===== src/assert_macros.svh =====
// Assertion macros used by the RTL.
`ifndef ASSERT_MACROS_SVH
`define ASSERT_MACROS_SVH

// Implication checked at every clock edge outside reset.
`define ASSERT_IMPLY(label, clk, rst_n, pre, post) \
	label: assert property (@(posedge clk) disable iff (!rst_n) (pre) |-> (post)) \
		else $error("assertion failed");

// Implication whose consequent is checked in the cycle after the antecedent.
`define ASSERT_NEXT(label, clk, rst_n, pre, post) \
	label: assert property (@(posedge clk) disable iff (!rst_n) (pre) |=> (post)) \
		else $error("assertion failed");

`endif


===== src/sm3_pkg.sv =====
package sm3_pkg;

	localparam logic [31:0] T_LOW    = 32'h79CC4519;
	localparam logic [31:0] T_HIGH   = 32'h7A879D8A;
	localparam logic [7:0]  PAD_MARK = 8'h80;

	localparam logic [31:0] IV [8] = '{
		32'h7380166F, 32'h4914B2B9, 32'h172442D7, 32'hDA8A0600,
		32'hA96F30BC, 32'h163138AA, 32'hE38DEE4D, 32'hB0FB0E4E
	};

	// Word source for the block buffer write.
	typedef enum logic [2:0] {
		SRC_WORD,
		SRC_PAD,
		SRC_ZERO,
		SRC_LEN_HI,
		SRC_LEN_LO
	} src_t;

	// Commands from the controller to the datapath.
	typedef struct packed {
		logic       push;      // write one word into the block buffer
		src_t       src;
		logic       add_count; // add this word's bits to the length
		logic       load;      // copy block and chaining value into round regs
		logic       round;     // execute one compression round
		logic       fold;      // xor round regs into chaining value
		logic       restart;   // reset chaining value and length
		logic       shift_out; // advance digest readout by one word
	} sm3_cmd_t;

	// Status from datapath to controller.
	typedef struct packed {
		logic [3:0] word_pos;
		logic [5:0] round_idx;
	} sm3_stat_t;

	function automatic logic [31:0] rotl(input logic [31:0] x, input logic [4:0] n);
		logic [63:0] d;
		d = {x, x} << n;
		return d[63:32];
	endfunction

	function automatic logic [31:0] p0(input logic [31:0] x);
		return x ^ rotl(x, 5'd9) ^ rotl(x, 5'd17);
	endfunction

	function automatic logic [31:0] p1(input logic [31:0] x);
		return x ^ rotl(x, 5'd15) ^ rotl(x, 5'd23);
	endfunction

endpackage


===== src/sm3_datapath.sv =====
module sm3_datapath import sm3_pkg::*; (
	input  logic        clk,
	input  logic        arst_n,
	input  sm3_cmd_t    cmd,
	input  logic [31:0] word_in,
	input  logic [2:0]  nbytes,
	output sm3_stat_t   stat,
	output logic [31:0] digest_out
);

	logic [31:0] blk_q [16];
	logic [31:0] w_q [16];
	logic [31:0] r_q [8];
	logic [31:0] cv_q [8];
	logic [63:0] count_q;
	logic [3:0]  pos_q;
	logic [5:0]  j_q;

	logic [31:0] keep, push_val, new_w, tt1, tt2, ss1, ss2, a12, ff, gg, t, wj;
	logic [63:0] count_next;

	always_comb begin
		// A full final word keeps none of the input here: the marker fills a word of its own.
		keep = (nbytes == 3'd0 || nbytes[2]) ? 32'h0 :
			(32'hFFFFFFFF << (6'd32 - {nbytes, 3'b000}));
		count_next = count_q + {58'd0, nbytes, 3'b000};
		case (cmd.src)
			SRC_WORD:   push_val = word_in;
			SRC_PAD:    push_val = (word_in & keep) |
				({PAD_MARK, 24'd0} >> {nbytes[1:0], 3'b000});
			SRC_ZERO:   push_val = 32'd0;
			SRC_LEN_HI: push_val = count_q[63:32];
			SRC_LEN_LO: push_val = count_q[31:0];
			default:    push_val = 32'd0;
		endcase
		wj  = w_q[0];
		t   = (j_q < 6'd16) ? T_LOW : T_HIGH;
		a12 = rotl(r_q[0], 5'd12);
		ss1 = rotl(a12 + r_q[4] + rotl(t, j_q[4:0]), 5'd7);
		ss2 = ss1 ^ a12;
		if (j_q < 6'd16) begin
			ff = r_q[0] ^ r_q[1] ^ r_q[2];
			gg = r_q[4] ^ r_q[5] ^ r_q[6];
		end else begin
			ff = (r_q[0] & r_q[1]) | (r_q[0] & r_q[2]) | (r_q[1] & r_q[2]);
			gg = (r_q[4] & r_q[5]) | (~r_q[4] & r_q[6]);
		end
		tt1 = ff + r_q[3] + ss2 + (wj ^ w_q[4]);
		tt2 = gg + r_q[7] + ss1 + wj;
		new_w = p1(wj ^ w_q[7] ^ rotl(w_q[13], 5'd15)) ^ rotl(w_q[3], 5'd7) ^ w_q[10];
	end

	// The window is a shift line: position 0 always holds word j.
	always_ff @(posedge clk) begin
		if (cmd.push) begin
			blk_q[pos_q] <= push_val;
		end
		if (cmd.load) begin
			w_q <= blk_q;
			r_q <= cv_q;
		end else if (cmd.round) begin
			for (int i = 0; i < 15; i++) w_q[i] <= w_q[i+1];
			w_q[15] <= new_w;
			r_q[0] <= tt1;
			r_q[1] <= r_q[0];
			r_q[2] <= rotl(r_q[1], 5'd9);
			r_q[3] <= r_q[2];
			r_q[4] <= p0(tt2);
			r_q[5] <= r_q[4];
			r_q[6] <= rotl(r_q[5], 5'd19);
			r_q[7] <= r_q[6];
		end
	end

	always_ff @(posedge clk or negedge arst_n) begin
		if (!arst_n) begin
			cv_q    <= IV;
			count_q <= '0;
			pos_q   <= '0;
			j_q     <= '0;
		end else begin
			if (cmd.push) pos_q <= pos_q + 4'd1;
			if (cmd.add_count) count_q <= count_next;
			if (cmd.load) j_q <= '0;
			else if (cmd.round) j_q <= j_q + 6'd1;
			if (cmd.restart) begin
				cv_q    <= IV;
				count_q <= '0;
			end else if (cmd.fold) begin
				for (int i = 0; i < 8; i++) cv_q[i] <= cv_q[i] ^ r_q[i];
			end else if (cmd.shift_out) begin
				for (int i = 0; i < 7; i++) cv_q[i] <= cv_q[i+1];
				cv_q[7] <= cv_q[0];
			end
		end
	end

	assign stat.word_pos  = pos_q;
	assign stat.round_idx = j_q;
	assign digest_out     = cv_q[0];

endmodule


===== src/sm3_ctrl.sv =====
module sm3_ctrl import sm3_pkg::*; (
	input  logic        clk,
	input  logic        arst_n,
	input  logic        in_valid,
	input  logic [2:0]  in_bytes,
	input  logic        in_last,
	output logic        in_stall,
	output logic [2:0]  nbytes,
	input  sm3_stat_t   stat,
	output sm3_cmd_t    cmd,
	output logic        out_valid,
	output logic        out_last,
	input  logic        out_stall
);

	typedef enum logic [3:0] {
		ST_IDLE, ST_PAD_FULL, ST_ZERO, ST_LEN_HI, ST_LEN_LO,
		ST_LOAD, ST_ROUND, ST_FOLD, ST_OUT
	} state_t;

	state_t     state_q, ret_q;
	logic [2:0] nb_q;
	logic [2:0] cnt_q;
	logic       go_compress;
	state_t     after;
	logic       accept;

	assign in_stall  = (state_q != ST_IDLE);
	assign accept    = in_valid && !in_stall;
	assign out_valid = (state_q == ST_OUT);
	assign out_last  = (cnt_q == 3'd7);

	always_comb begin
		nbytes = (state_q == ST_IDLE) ? ((in_bytes > 3'd4) ? 3'd4 : in_bytes) : nb_q;
		if (state_q == ST_IDLE && !in_last) nbytes = 3'd4;
		cmd = '0;
		cmd.src = SRC_WORD;
		go_compress = (stat.word_pos == 4'd15);
		after = ST_IDLE;
		case (state_q)
			ST_IDLE: begin
				cmd.push = accept;
				cmd.add_count = accept;
				if (accept && in_last && nbytes != 3'd4) cmd.src = SRC_PAD;
				if (!in_last) after = ST_IDLE;
				else if (nbytes == 3'd4) after = ST_PAD_FULL;
				else after = (stat.word_pos == 4'd13) ? ST_LEN_HI : ST_ZERO;
			end
			ST_PAD_FULL: begin
				cmd.push = 1'b1;
				cmd.src  = SRC_PAD;
				after = (stat.word_pos == 4'd13) ? ST_LEN_HI : ST_ZERO;
			end
			ST_ZERO: begin
				cmd.push = 1'b1;
				cmd.src  = SRC_ZERO;
				after = (stat.word_pos == 4'd13) ? ST_LEN_HI : ST_ZERO;
			end
			ST_LEN_HI: begin
				cmd.push = 1'b1;
				cmd.src  = SRC_LEN_HI;
				after = ST_LEN_LO;
			end
			ST_LEN_LO: begin
				cmd.push = 1'b1;
				cmd.src  = SRC_LEN_LO;
			end
			ST_LOAD:  cmd.load  = 1'b1;
			ST_ROUND: cmd.round = 1'b1;
			ST_FOLD:  cmd.fold  = 1'b1;
			ST_OUT: begin
				cmd.shift_out = !out_stall;
				cmd.restart   = !out_stall && out_last;
			end
			default: ;
		endcase
	end

	// Every push that fills word 15 detours through a compression.
	always_ff @(posedge clk or negedge arst_n) begin
		if (!arst_n) begin
			state_q <= ST_IDLE;
			ret_q   <= ST_IDLE;
			nb_q    <= '0;
			cnt_q   <= '0;
		end else begin
			if (accept) nb_q <= nbytes;
			case (state_q)
				ST_LOAD:  state_q <= ST_ROUND;
				ST_ROUND: if (stat.round_idx == 6'd63) state_q <= ST_FOLD;
				ST_FOLD:  state_q <= ret_q;
				ST_OUT: begin
					if (!out_stall) begin
						cnt_q <= cnt_q + 3'd1;
						if (out_last) state_q <= ST_IDLE;
					end
				end
				ST_LEN_LO: begin
					ret_q   <= ST_OUT;
					state_q <= ST_LOAD;
				end
				default: begin
					if (cmd.push) begin
						if (go_compress) begin
							ret_q   <= after;
							state_q <= ST_LOAD;
						end else begin
							state_q <= after;
						end
					end
				end
			endcase
		end
	end

endmodule


===== src/sm3_hash_engine.sv =====
// SM3 hash engine. Message words (big-endian, first byte in bits 31:24) enter one
// request per cycle while the 16-word block buffer fills; after the request that
// fills the block, input is stalled while the engine loads, runs 64 rounds through
// one shared round unit and folds, so the sustained cost per word is set by
// the single round unit. On the word flagged last_word the engine pads the
// message itself (0x80 marker, zeros, 64-bit bit length), pushing each padding
// word and running one or two compressions, and then emits eight digest words,
// most significant first, with digest_last on the eighth. The next message
// starts fresh after the eighth digest word is taken. No clearing pass is needed.
`include "assert_macros.svh"
module sm3_hash_engine import sm3_pkg::*; (
	input  logic        clk,
	input  logic        arst_n,
	input  logic        in_valid,
	output logic        in_stall,
	input  logic [31:0] message_word,
	input  logic [2:0]  valid_bytes,
	input  logic        last_word,
	output logic        out_valid,
	input  logic        out_stall,
	output logic [31:0] digest_word,
	output logic        digest_last
);

	sm3_cmd_t   cmd;
	sm3_stat_t  stat;
	logic [2:0] nbytes;

	sm3_ctrl u_ctrl (
		.clk, .arst_n,
		.in_valid, .in_bytes(valid_bytes), .in_last(last_word), .in_stall,
		.nbytes, .stat, .cmd,
		.out_valid, .out_last(digest_last), .out_stall
	);

	sm3_datapath u_dp (
		.clk, .arst_n, .cmd,
		.word_in(message_word), .nbytes, .stat,
		.digest_out(digest_word)
	);

	// Input is refused whenever results are being presented.
	`ASSERT_IMPLY(a_stall_out, clk, arst_n, out_valid, in_stall)
	// A taken last digest word returns the engine to accepting input.
	`ASSERT_NEXT(a_done, clk, arst_n, out_valid && digest_last && !out_stall, !in_stall)
	// A held result keeps its data.
	`ASSERT_NEXT(a_hold, clk, arst_n, out_valid && out_stall, $stable(digest_word))

endmodule


===== config.mk =====
export PLATFORM = sky130hd
export DESIGN_NAME = sm3_hash_engine
export DESIGN_NICKNAME = d
export VERILOG_FILES = /design/src/sm3_pkg.sv /design/src/sm3_datapath.sv /design/src/sm3_ctrl.sv /design/src/sm3_hash_engine.sv
export VERILOG_INCLUDE_DIRS = /design/src /design/src/src
export SDC_FILE = /design/constraint.sdc
export NUM_CORES = 2
export LEC_CHECK = 0
export ABC_AREA = 1
export BUFFER_PORTS_ARGS = -buffer_cell sky130_fd_sc_hd__buf_2
export CORE_UTILIZATION = 40
export DETAILED_ROUTE_END_ITERATION = 6
export GPL_TIMING_DRIVEN = 0
export PLACE_DENSITY = 0.65
export SETUP_SLACK_MARGIN = 0.15
export SKIP_CTS_REPAIR_TIMING = 1
export SLEW_MARGIN = 10
export SYNTH_ARGS = -nofsm -noshare
export SYNTH_HDL_FRONTEND = slang
export SYNTH_SLANG_ARGS = --single-unit

===== constraint.sdc =====
create_clock -name clk -period 29.8 [get_ports clk]
set_input_delay 4.47 -clock clk [delete_from_list [all_inputs] [get_ports clk]]
set_output_delay 4.47 -clock clk [all_outputs]
set_load 0.05 [all_outputs]

==> impl_metrics.prom <==
# TYPE chip_impl_metric gauge
chip_impl_info{name="run_status",value="finished, violations left"} 1
chip_impl_info{name="failed_checks",value="design-rule violations, max-capacitance violations, max-slew violations"} 1
chip_impl_metric{name="yosysSeqAreaShare",unit="%"} 56.16
chip_impl_metric{name="layoutNonFillerInstCount",unit=""} 11870
chip_impl_metric{name="fraction_of_registers_with_async_set_or_reset_after_synthesis",unit="%"} 21.04
chip_impl_metric{name="timing.final.hold_violations",unit=""} 0
chip_impl_metric{name="largest_clock_skew_in_the_final_design",unit="ns"} 0.03802
chip_impl_metric{name="post_drt_via_cell_ratio",unit=""} 5.706
chip_impl_metric{name="cts.path.max_buffers",unit=""} 3
chip_impl_metric{name="design_power_total",unit="W"} 0.004626
chip_impl_metric{name="area_growth",unit="%"} 12.75
chip_impl_info{name="tritoncts_clock_tree",value="built"} 1
chip_impl_metric{name="finalWirelength",unit="um"} 360700
chip_impl_metric{name="timing.fmax",unit="MHz"} 93.40
chip_impl_metric{name="setup_tns",unit="ns"} 0
chip_impl_metric{name="tightest_slew",unit="ns"} 1.655
chip_impl_metric{name="grt_first_pass_wirelength",unit="um"} 494200
chip_impl_metric{name="post_synth_inst_count",unit=""} 8629
chip_impl_metric{name="initial_detailed_routing_violation_count",unit=""} 9669
chip_impl_metric{name="detail-route-antenna-nets",unit=""} 0
chip_impl_info{name="ys_dominant_reg_cell",value="sky130_fd_sc_hd__edfxtp_1"} 1
chip_impl_metric{name="max-cap-violations",unit=""} 1
chip_impl_metric{name="vdd.ir_drop.worst",unit="mV"} 0.06837
chip_impl_metric{name="grt.total_usage",unit="%"} 33.78
chip_impl_metric{name="placementRows",unit=""} 167
chip_impl_metric{name="largest_net_degree_at_the_start_of_global_routing",unit=""} 120
chip_impl_metric{name="post_detailed_placement_half_perimeter_wirelength",unit="um"} 278300
chip_impl_metric{name="buffer_ports.inserted",unit=""} 74
chip_impl_metric{name="power_density",unit="nW/um^2"} 48.90
chip_impl_metric{name="number_of_antenna_violations_at_the_first_check_in_global_routing",unit=""} 18
chip_impl_metric{name="die_area",unit="sq um"} 211600
chip_impl_metric{name="static-leakage-power",unit="nW"} 38.22
chip_impl_info{name="critical_path.endpoint_type",value="flop"} 1
chip_impl_metric{name="io-pin-count",unit=""} 75
chip_impl_metric{name="layout-drive-gt1-share",unit="%"} 7.812
chip_impl_metric{name="numPlacedInstances",unit=""} 11550
chip_impl_metric{name="clock_tree.htree_level_count",unit=""} 4
chip_impl_info{name="crit_slowest_cell",value="sky130_fd_sc_hd__clkbuf_1"} 1
chip_impl_metric{name="grt_pass1_vias",unit=""} 63980
chip_impl_metric{name="max_slew_headroom",unit="%"} -11.14
chip_impl_metric{name="post-synth-top-area-fraction",unit="%"} 45.81
chip_impl_info{name="grt_setup_unrepaired",value="false"} 1
chip_impl_info{name="synth_common_cells",value="sky130_fd_sc_hd__nand2_1, sky130_fd_sc_hd__edfxtp_1, sky130_fd_sc_hd__inv_1, sky130_fd_sc_hd__o21ai_0, sky130_fd_sc_hd__xor2_1"} 1
chip_impl_metric{name="postSynthRegisterBits",unit=""} 1621
chip_impl_metric{name="synth.net_count",unit=""} 8973
chip_impl_metric{name="total_of_fill_cells_in_the_finished_design",unit=""} 19670
chip_impl_metric{name="crit_path_max_incr_delay",unit="ns"} 0.96
chip_impl_metric{name="netlist_area_pre_place",unit="sq um"} 83910
chip_impl_metric{name="critPathRequiredTime",unit="ns"} 30.38
chip_impl_metric{name="finalWeightedCongestion",unit=""} 1.082
chip_impl_metric{name="post_dr_wirelength_cell",unit="um"} 30.38
chip_impl_info{name="synthMostInstantiatedCell",value="sky130_fd_sc_hd__nand2_1"} 1
chip_impl_metric{name="cp_data_arrival_time",unit="ns"} 11.29
chip_impl_info{name="post_synth_main_area_contributors",value="sky130_fd_sc_hd__edfxtp_1, sky130_fd_sc_hd__nand2_1, sky130_fd_sc_hd__dfrtp_1, sky130_fd_sc_hd__o21ai_0, sky130_fd_sc_hd__fa_1"} 1
chip_impl_metric{name="nets",unit=""} 9275
chip_impl_metric{name="clkLatencyLatePin",unit="ns"} 0.85
chip_impl_info{name="synth_largest_area_cell",value="sky130_fd_sc_hd__edfxtp_1"} 1
chip_impl_info{name="worstSetupStartpointType",value="flop"} 1
chip_impl_metric{name="final_min_period_over_clock_period",unit="%"} 35.93
chip_impl_metric{name="dr_total_vias",unit=""} 67740
chip_impl_metric{name="core_region_area",unit="sq um"} 207700
chip_impl_metric{name="post_synth.cell_area_avg",unit="sq um"} 9.724
chip_impl_info{name="path_class",value="reg -> reg"} 1
chip_impl_metric{name="crit_path_max_fanout",unit=""} 13
chip_impl_metric{name="count_of_flip_flops_with_a_built_in_enable_after_synthesis",unit=""} 1280
chip_impl_metric{name="final-max-slew-violation-count",unit=""} 3
chip_impl_metric{name="synth_cell_type_count",unit=""} 63
chip_impl_metric{name="cts-buffers-inserted",unit=""} 168
chip_impl_metric{name="die_width",unit="um"} 460.0
chip_impl_metric{name="firstDrtPassIters",unit=""} 7
chip_impl_metric{name="initial_core_util",unit="%"} 40.40
chip_impl_info{name="cpMostUsedCell",value="sky130_fd_sc_hd__nand2_1"} 1
chip_impl_info{name="clockRootBuffer",value="sky130_fd_sc_hd__clkbuf_16"} 1
chip_impl_metric{name="die_height",unit="um"} 460.0
chip_impl_metric{name="grt_overflow_total",unit=""} 0
chip_impl_info{name="hold_class",value="reg -> reg"} 1
chip_impl_metric{name="clock-sinks",unit=""} 1621
chip_impl_metric{name="yosys_warns",unit=""} 0
chip_impl_metric{name="setup-violations-final",unit=""} 0
chip_impl_metric{name="period_needed",unit="ns"} 10.71
chip_impl_metric{name="drc",unit=""} 8
chip_impl_metric{name="reg_clk_slew_reported_paths",unit="ns"} 0.07
[placed cells by master (no fill, tap or decap), types with 12 or more instances in the layout]
cell type,n
sky130_fd_sc_hd__a21oi_1,140
sky130_fd_sc_hd__buf_16,18
sky130_fd_sc_hd__buf_1,13
sky130_fd_sc_hd__fa_1,189
sky130_fd_sc_hd__o21a_1,14
sky130_fd_sc_hd__nor2_4,16
sky130_fd_sc_hd__nor2_2,12
sky130_fd_sc_hd__inv_1,864
sky130_fd_sc_hd__o21ai_1,16
sky130_fd_sc_hd__clkbuf_16,169
sky130_fd_sc_hd__o2111ai_1,76
sky130_fd_sc_hd__buf_2,126
sky130_fd_sc_hd__xor2_1,415
sky130_fd_sc_hd__nand3_1,260
sky130_fd_sc_hd__nor3_1,63
sky130_fd_sc_hd__o22ai_1,109
sky130_fd_sc_hd__a21o_1,21
sky130_fd_sc_hd__xnor2_1,105
sky130_fd_sc_hd__clkinv_2,30
sky130_fd_sc_hd__dfrtp_1,222
sky130_fd_sc_hd__o21ai_0,751
sky130_fd_sc_hd__buf_4,53
sky130_fd_sc_hd__edfxtp_1,1280
sky130_fd_sc_hd__nand2_1,2806
sky130_fd_sc_hd__nor2_1,375
sky130_fd_sc_hd__nor4_1,15
sky130_fd_sc_hd__ha_1,115
sky130_fd_sc_hd__nand4_1,46
sky130_fd_sc_hd__or2_2,28
sky130_fd_sc_hd__clkinv_1,38
sky130_fd_sc_hd__dfstp_2,119
sky130_fd_sc_hd__mux2i_1,25
sky130_fd_sc_hd__o21bai_1,20
sky130_fd_sc_hd__clkbuf_1,287
sky130_fd_sc_hd__a32oi_1,36
[final cells by class]
cell class / instances / area [sq um] / share of cell area, %
multi-input combinational: 5769 / 32190 / 34.02
antenna: 7 / 17.52 / 0.01852
inverter: 879 / 3309 / 3.498
sequential: 1621 / 47120 / 49.81
clock inverter: 99 / 1037 / 1.096
tap: 2788 / 3488 / 3.687
clock buffer: 216 / 4486 / 4.741
timing repair buffer: 132 / 1385 / 1.464
buffer: 360 / 1574 / 1.664
[report_power, final]
| group | internal (W) | switching [W] | total [W] |
|---|---|---|---|
| Clock | 0.00117 | 0.000970 | 0.00214 |
| Sequential | 0.00243 | 0.000000985 | 0.00243 |
| Combinational | 0.0000112 | 0.0000428 | 0.0000540 |
[through the flow]
stage	cell area, sq um	setup slack, ns	hold slack [ns]	util, %
after floorplan	83910	12.59	0.4422	-
after global placement	87770	1.462	0.4685	42.26
after detailed placement	89040	19.36	0.4689	42.87
after CTS	94560	19.33	0.4842	45.53
after global routing	94590	18.65	0.5009	45.54
final	94600	19.09	0.4880	45.55
[state kept, by name, indices dropped and copies added, names as in the netlist, 32 cells and up]
| name | flops |
|---|---|
| u_dp.blk_q | 512 |
| u_dp.w_q | 480 |
| u_dp.cv_q | 224 |
| u_dp.r_q | 224 |
| u_dp.count_q | 61 |
| u_dp.a12 | 32 |
| u_dp.digest_out | 32 |
| u_dp.wj | 32 |
[path summary, 6_finish.rpt]
check,depth (start not counted),startpoint,endpoint,slack [ns]
max in group asynchronous,4,arst_n,u_dp.cv_q[212],24.58
min in group asynchronous,1,arst_n,u_dp.cv_q[86],3.55
hold reg to reg,2,u_ctrl.ret_q[3],u_ctrl.ret_q[3],0.49
hold / removal,2,u_ctrl.ret_q[3],u_ctrl.ret_q[3],0.49
setup reg to reg,39,u_dp.j_q[4],u_dp.a12[7],19.09
setup / recovery,39,u_dp.j_q[4],u_dp.a12[7],19.09
[critical path: cells and delay by family, from the launching register on]
kind	cells	cell delay, ns
flip-flops	1	0.34
AND/OR/NAND/NOR	19	3.03
buffers and inverters	5	1.32
AO/OA/AOI/OAI	8	2.73
adder cells (fa/ha/maj)	7	3.03
[metal layers]
| layer | global-route usage (%) | up-vias | part of all wire, % |
|---|---|---|---|
| met5 | 0 | - | 0.012 |
| met4 | 25.03 | 6 | 8.9 |
| met3 | 9.388 | 965 | 12 |
| met2 | 49.96 | 4298 | 43 |
| met1 | 42.16 | 33260 | 37 |
| li1 | - | 29200 | - |
[logic make-up after synthesis]
group                      share of synthesized area (%)
and+or+nand+nor                                    17.27
DFF                                                56.16
AOI/OAI and AO/OA                                  8.668
buffers and inverters                              5.798
xor gates and xnor gates                           5.583
adders and majority gates                          6.224
muxes                                             0.2982
Power figures use the tool's default switching activity.
